--- config.mk ---
export PLATFORM = sky130hd
export DESIGN_NAME = htw_place
export DESIGN_NICKNAME = d
export VERILOG_FILES = /design/src/hw/rtl/htw_pkg.sv /design/src/hw/rtl/htw_place.sv
export SDC_FILE = /design/constraint.sdc
export NUM_CORES = 1
export LEC_CHECK = 0
export BUFFER_PORTS_ARGS = -buffer_cell sky130_fd_sc_hd__buf_2
export CELL_PAD_IN_SITES_DETAIL_PLACEMENT = 0
export CELL_PAD_IN_SITES_GLOBAL_PLACEMENT = 2
export CORE_MARGIN = 2
export CORE_UTILIZATION = 29
export DETAILED_ROUTE_END_ITERATION = 8
export PLACE_DENSITY = 0.94
export RECOVER_POWER = 50
export SLEW_MARGIN = 40
export SYNTH_ARGS = -nofsm -noshare
export SYNTH_HDL_FRONTEND = slang
export SYNTH_SLANG_ARGS = --single-unit
export TNS_END_PERCENT = 100
--- constraint.sdc ---
create_clock -name vclk -period 6.11
set_input_delay 1.222 -clock vclk [all_inputs]
set_output_delay 1.222 -clock vclk [all_outputs]
set_load 0.1 [all_outputs]
--- src/hw/rtl/htw_pkg.sv ---
`timescale 1ns / 1ps
// Shared types and codes for the hierarchical timer wheel.
// Depends on nothing; imported by the top level, htw_place and htw_checker.
package htw_pkg;

    localparam logic [1:0] REQ_ADD    = 2'd0;
    localparam logic [1:0] REQ_CANCEL = 2'd1;
    localparam logic [1:0] REQ_TICK   = 2'd2;

    localparam logic [2:0] RES_ADDED     = 3'd0;
    localparam logic [2:0] RES_EXPIRED   = 3'd1;
    localparam logic [2:0] RES_IMMEDIATE = 3'd2;
    localparam logic [2:0] RES_FULL      = 3'd3;
    localparam logic [2:0] RES_CANCEL    = 3'd4;
    localparam logic [2:0] RES_DONE      = 3'd5;

    localparam int NUM_LEVELS = 4;

    typedef enum logic [13:0] {
        ST_CLR   = 14'b00000000000001,
        ST_IDLE  = 14'b00000000000010,
        ST_CAN   = 14'b00000000000100,
        ST_PCALC = 14'b00000000001000,
        ST_PRD   = 14'b00000000010000,
        ST_PWR   = 14'b00000000100000,
        ST_FRD   = 14'b00000001000000,
        ST_FHD   = 14'b00000010000000,
        ST_FEMIT = 14'b00000100000000,
        ST_ADV   = 14'b00001000000000,
        ST_CRD   = 14'b00010000000000,
        ST_CHD   = 14'b00100000000000,
        ST_CNEXT = 14'b01000000000000,
        ST_DONE  = 14'b10000000000000
    } htw_state_t;

endpackage

--- src/hw/rtl/htw_place.sv ---
`timescale 1ns / 1ps
// Bucket selection: maps an expiry time and the wheel time to a bucket address.
// Depends on htw_pkg.
module htw_place #(
    parameter int NEAR_BITS  = 8,
    parameter int LEVEL_BITS = 6,
    parameter int AW         = 9
) (
    input  logic [31:0]   expiry,
    input  logic [31:0]   wtime,
    output logic [AW-1:0] addr
);
    import htw_pkg::*;

    localparam int NEAR_SIZE  = 1 << NEAR_BITS;
    localparam int LEVEL_SIZE = 1 << LEVEL_BITS;

    logic [31:0]         span;
    logic [63:0]         dist64;
    logic [63:0]         t64;
    logic [LEVEL_BITS-1:0] idx;
    logic                found;

    assign span   = expiry - wtime;
    assign dist64 = {32'd0, span};
    assign t64    = {32'd0, expiry};

    always_comb begin
        found = 1'b0;
        idx   = '0;
        addr  = AW'(expiry[NEAR_BITS-1:0]);
        if (dist64 < 64'(NEAR_SIZE)) begin
            found = 1'b1;
        end
        for (int k = 0; k < NUM_LEVELS; k++) begin
            if (!found && (k == NUM_LEVELS - 1 ||
                           (dist64 >> (NEAR_BITS + (k + 1) * LEVEL_BITS)) == 64'd0)) begin
                found = 1'b1;
                idx   = LEVEL_BITS'(t64 >> (NEAR_BITS + k * LEVEL_BITS));
                addr  = AW'(NEAR_SIZE + k * LEVEL_SIZE) + AW'(idx);
            end
        end
    end
endmodule

* Word level (Yosys, flattened, before mapping)
Cells that the tools add are included.
** Storage, ports and cells
- Flip-flop bits (word level) :: 0
- Input bits :: 64
- Output and inout bits :: 9
- Logic and storage cells :: 23
** Cells by class
- $add $sub $neg :: 5
- Magnitude comparators :: 1
- Mux-type cells :: 8
- Reductions and logical operators :: 9
** Operators by type and width (count)
- $logic_not 64->1 :: 3
- $mux 9 :: 4
- $lt 32x9->1 const B :: 1
- $sub 32x32->32 :: 1
- $add 9x6->9 const A :: 2
- $add 8x7->9 const A :: 1
- $add 7x7->8 const A :: 1
- $mux 1 :: 4
- $logic_and 1x1->1 :: 3
- $logic_not 1->1 :: 3

* Depth between registers and ports, before layout
- Depth after elaboration :: 13
- Gate-level depth with buffers :: 13
- Depth with buffers taken out :: 11

* Worst setup path before layout
Ideal clock, no wire load.
- Path type :: input port to output port
- Start point :: input port wtime[2]
- End point :: output port addr[0]
- Arrival :: 5119 ps
- Data required time :: 4888 ps
- Setup slack :: -231 ps
- Stages :: 12
- Path buffers :: 1
- Cell sequence :: inv_1 -> ha_1 -> a21o_1 -> a31o_1 -> a211o_1 -> a221o_1 -> a21oi_1 -> xnor2_1 -> nor4b_2 -> buf_2 -> o211ai_1 -> a31oi_1
** On the way
- Longest elaborated chain between the ends :: 13
** RTL lines
- start, declared :: RTL line htw_place.sv:10 : input logic [31:0] wtime,
- $sub 32x32->32 * :: RTL line htw_place.sv:24 : assign span = expiry - wtime;
- $lt 32x9->1 :: RTL line htw_place.sv:32 : if (dist64 < 64'(NEAR_SIZE)) begin
- $mux 1 :: RTL line htw_place.sv:32
- $logic_not 1->1 :: RTL line htw_place.sv:36 : if (!found && (k == NUM_LEVELS - 1 ||
- $logic_and 1x1->1 :: RTL line htw_place.sv:36
- $mux 1 :: RTL line htw_place.sv:36
- $logic_not 1->1 :: RTL line htw_place.sv:36
- $logic_and 1x1->1 :: RTL line htw_place.sv:36
- $mux 1 :: RTL line htw_place.sv:36
- $logic_not 1->1 :: RTL line htw_place.sv:36
- $logic_and 1x1->1 :: RTL line htw_place.sv:36
- $mux 9 or $mux 1 (tied branches) :: RTL line htw_place.sv:36
- $mux 9 * :: RTL line htw_place.sv:36
- end, declared :: RTL line htw_place.sv:11 : output logic [AW-1:0] addr
Mark *: on every way between the ends. The rest lies on a longest branch, timed or not.

* Worst setup path in the final report
- Start point :: input port expiry[7]
- End point :: output port addr[7]
** On the way
- Longest elaborated chain between the ends :: 13
** RTL lines
- start, declared :: RTL line htw_place.sv:9 : input logic [31:0] expiry,
- $sub 32x32->32 :: RTL line htw_place.sv:24
- $lt 32x9->1 :: RTL line htw_place.sv:32
- $mux 1 :: RTL line htw_place.sv:32
- $logic_not 1->1 :: RTL line htw_place.sv:36
- $logic_and 1x1->1 :: RTL line htw_place.sv:36
- $mux 1 :: RTL line htw_place.sv:36
- $logic_not 1->1 :: RTL line htw_place.sv:36
- $logic_and 1x1->1 :: RTL line htw_place.sv:36
- $mux 1 :: RTL line htw_place.sv:36
- $logic_not 1->1 :: RTL line htw_place.sv:36
- $logic_and 1x1->1 :: RTL line htw_place.sv:36
- $mux 9 or $mux 1 (tied branches) :: RTL line htw_place.sv:36
- $mux 9 * :: RTL line htw_place.sv:36
Marks and branches as above.

==> out/summary.txt <==
===========================================================================================
Total routing resource utilization after global routing                              0.1758
Starting utilization of the core area                                                0.2979
Number of filler instances in the final layout                                          854
Synthesized netlist cell count                                                          336
Leakage dissipation                                                                1.341 nW
Kind of path behind the tightest hold check                                    input port to primary output
Remaining antenna violation count after routing                                           0
Maximum frequency from static timing analysis                                     169.9 MHz
Synthesis-to-layout area growth                                                      24.97%
Remaining global-route overflow                                                           0
Unique masters post-synth                                                                55
Most heavily used metal layer in global routing                                        met2
Worst setup path start                                                            expiry[7]
Avg Inst Size Synth                                                             6.815 sq um
Clock tree buffer count of the final layout                                               0
Seq/Total Area, Yosys                                                                     0
Total setup buffers inserted after CTS                                                    0
Count of standard-cell rows                                                              32
Met1 usage in global routing                                                         0.2617
Wirelength, routed                                                                  7926 um
Leading cell type in the layout, fill and taps excluded                               buf_2
Sequential cell count                                                                     0
Hold-fix buffer count after cts                                                           0
Final setup violation count                                                               0
Peak fanout along the critical path                                                       8
Top post-synthesis cells by area                                               ha_1 16%, a21oi_1 6.6%, inv_1 5.6%
Routed via count                                                                       2845
GRT met2 Usage                                                                       0.2935
Floorplan core area                                                              7687 sq um
Per-cell via count in the routed design                                               5.667
Vias in the first global route                                                         2556
Clock period minus worst slack                                                     5.886 ns
Final standard cell utilization of the core                                          0.3722
Die H                                                                              92.86 um
Worst setup EP type                                                            primary output
Max transition margin                                                                0.5886
CP Data Required Time                                                               4.89 ns
Number of placed I/O pins                                                                73
Ant. Diodes                                                                               0
Sequential standard cell area                                                       0 sq um
Type of element launching the critical path                                      input port
Detail-routed net length per standard cell                                         15.79 um
Fraction of layout cells with a size suffix above 1                                  0.2425
Run status                                                                     finished clean
Met3 demand-to-capacity share in global routing                                    0.005696
Net count reported at finish                                                            496
Number of antenna violations at the first check in global routing                         0
Period Utilization, post-route                                                       0.9633
Slowest library cell on the worst path                                             a2111o_1
Die boundary width                                                                 92.86 um
Cell area power density                                                        107.0 nW/um^2
Weighted congestion reported at the end of routability-driven placement              0.9346
Category of the critical setup timing path                                     input port to primary output
# resized after CTS                                                                       0
DPL Wire Length                                                                     6806 um
Worst Path Arrival                                                                  4.66 ns
Power after layout                                                                 306.1 uW
IR Drop Worst-Case VDD                                                         0.00004075 V
Endpoint of the worst setup timing path                                             addr[7]
Synthesized cell area                                                            2290 sq um
Remaining DRCs                                                                            0
Share of the synthesized area in the top cell type                                   0.1639
Unrepaired setup endpoints after global routing                                       false
Synthesized net count                                                                   430
Slew of the pin with the lowest slew margin                                       0.6144 ns
Maximum number of pins on one net before global-route repair                             16
Final Slew Violations                                                                     0
Commonest cells after routing, fill and taps aside                             67 x buf_2, 34 x inv_1, 30 x a21oi_1, 30 x ha_1, 28 x nand2_1
Number of max-capacitance violations reported                                             0
Number of design-rule violations left by the first detailed-router iteration            215
Count of TritonRoute iterations in the first routing pass                                 5
Port Buf Inserts                                                                         73
Global-route wire length before repair                                             12580 um
Cell taking the most area after synthesis                                              ha_1
Endpoints failing hold                                                                    0
Total die area                                                                   8622 sq um
Peak per-stage delay on the critical path                                           0.53 ns
Worst hold slack across all endpoints                                              2.912 ns
Synthesis warning total                                                                   0
Sum of negative setup slack                                                            0 ns
Cell chain of the critical path                                                buf_2 -> ha_1 -> a21o_1 -> a31oi_1 -> o21ai_0 -> o21a_1 -> or3_1 -> a2111o_1 -> or2_0 -> nor2_1 -> a21o_1 -> buf_2
===========================================================================================
==> how the worst min path moves through the flow <==
stage | to | cells past startpoint | slack (ns) | from
floorplan | addr[0] | 2 | 2.80 | expiry[26]
global placement | addr[3] | 4 | 2.92 | expiry[29]
detailed placement | addr[4] | 4 | 2.93 | expiry[30]
CTS | addr[4] | 4 | 2.92 | expiry[30]
global route | addr[4] | 4 | 2.95 | expiry[24]
finish | addr[4] | 4 | 2.91 | expiry[30]
==> cell type report <==
| type | count | area [sq um] | share of cell area |
|---|---|---|---|
| Timing Repair Buffer | 76 | 478.0 | 0.1670 |
| Inverter | 34 | 127.6 | 0.04460 |
| Multi-Input combinational cell | 290 | 2128 | 0.7438 |
| Tap cell | 102 | 127.6 | 0.04460 |
==> metrics by stage <==
stage / worst slack (ns) / instances / area, sq um
after detailed placement: 0.3475 / 502 / 2874
final: 0.2243 / 502 / 2861
after global placement: 0.3150 / 502 / 2874
after CTS: 0.3217 / 502 / 2874
after global routing: 0.08165 / 502 / 2861
after floorplan: 0.3596 / 336 / 2327
==> cell usage after synthesis (8+ instances only) <==
| cell type | instances |
|---|---|
| a21o_1 | 13 |
| ha_1 | 30 |
| a31oi_1 | 13 |
| nand4_1 | 10 |
| o211ai_1 | 11 |
| inv_1 | 34 |
| and2_1 | 8 |
| o21ai_0 | 14 |
| nor2_1 | 16 |
| o21a_1 | 8 |
| a21oi_1 | 30 |
| buf_2 | 8 |
| xnor2_1 | 12 |
| nand2b_1 | 8 |
| nand2_1 | 28 |
==> routing by layer <==
layer / vias up / wire length [um]
li1: 1408 / -
met1: 1322 / 3774
met4: 0 / 55
met2: 111 / 3623
met5: - / 0
met3: 4 / 474
==> report_power, final <==
group / internal, mW / total, mW / leakage [nW] / switching (mW)
logic: 0.122 / 0.306 / 1.34 / 0.184
registers: 0 / 0 / 0 / 0
clock network: 0 / 0 / 0 / 0
==> cell families (layout without fill, tap and decap cells) <==
kind of cell               Yosys count  after routing  synth area share
xor gates and xnor gates            15             15           0.05738
adders and majority gates           30             30            0.1639
muxes                                7              7           0.03388
and+or+nand+nor                    106            106            0.2497
buffers and inverters               46            110           0.08142
AOI/OAI and AO/OA                  132            132            0.4137
==> worst max-delay path, delay by kind of cell <==
kind	cells	cell delay, ns
buffers and inverters	2	0.52
and+or+nand+nor	3	0.91
AOI/OAI and AO/OA	6	1.62
adders and majority gates	1	0.37
Note: power is estimated with default switching activity, not from simulation.
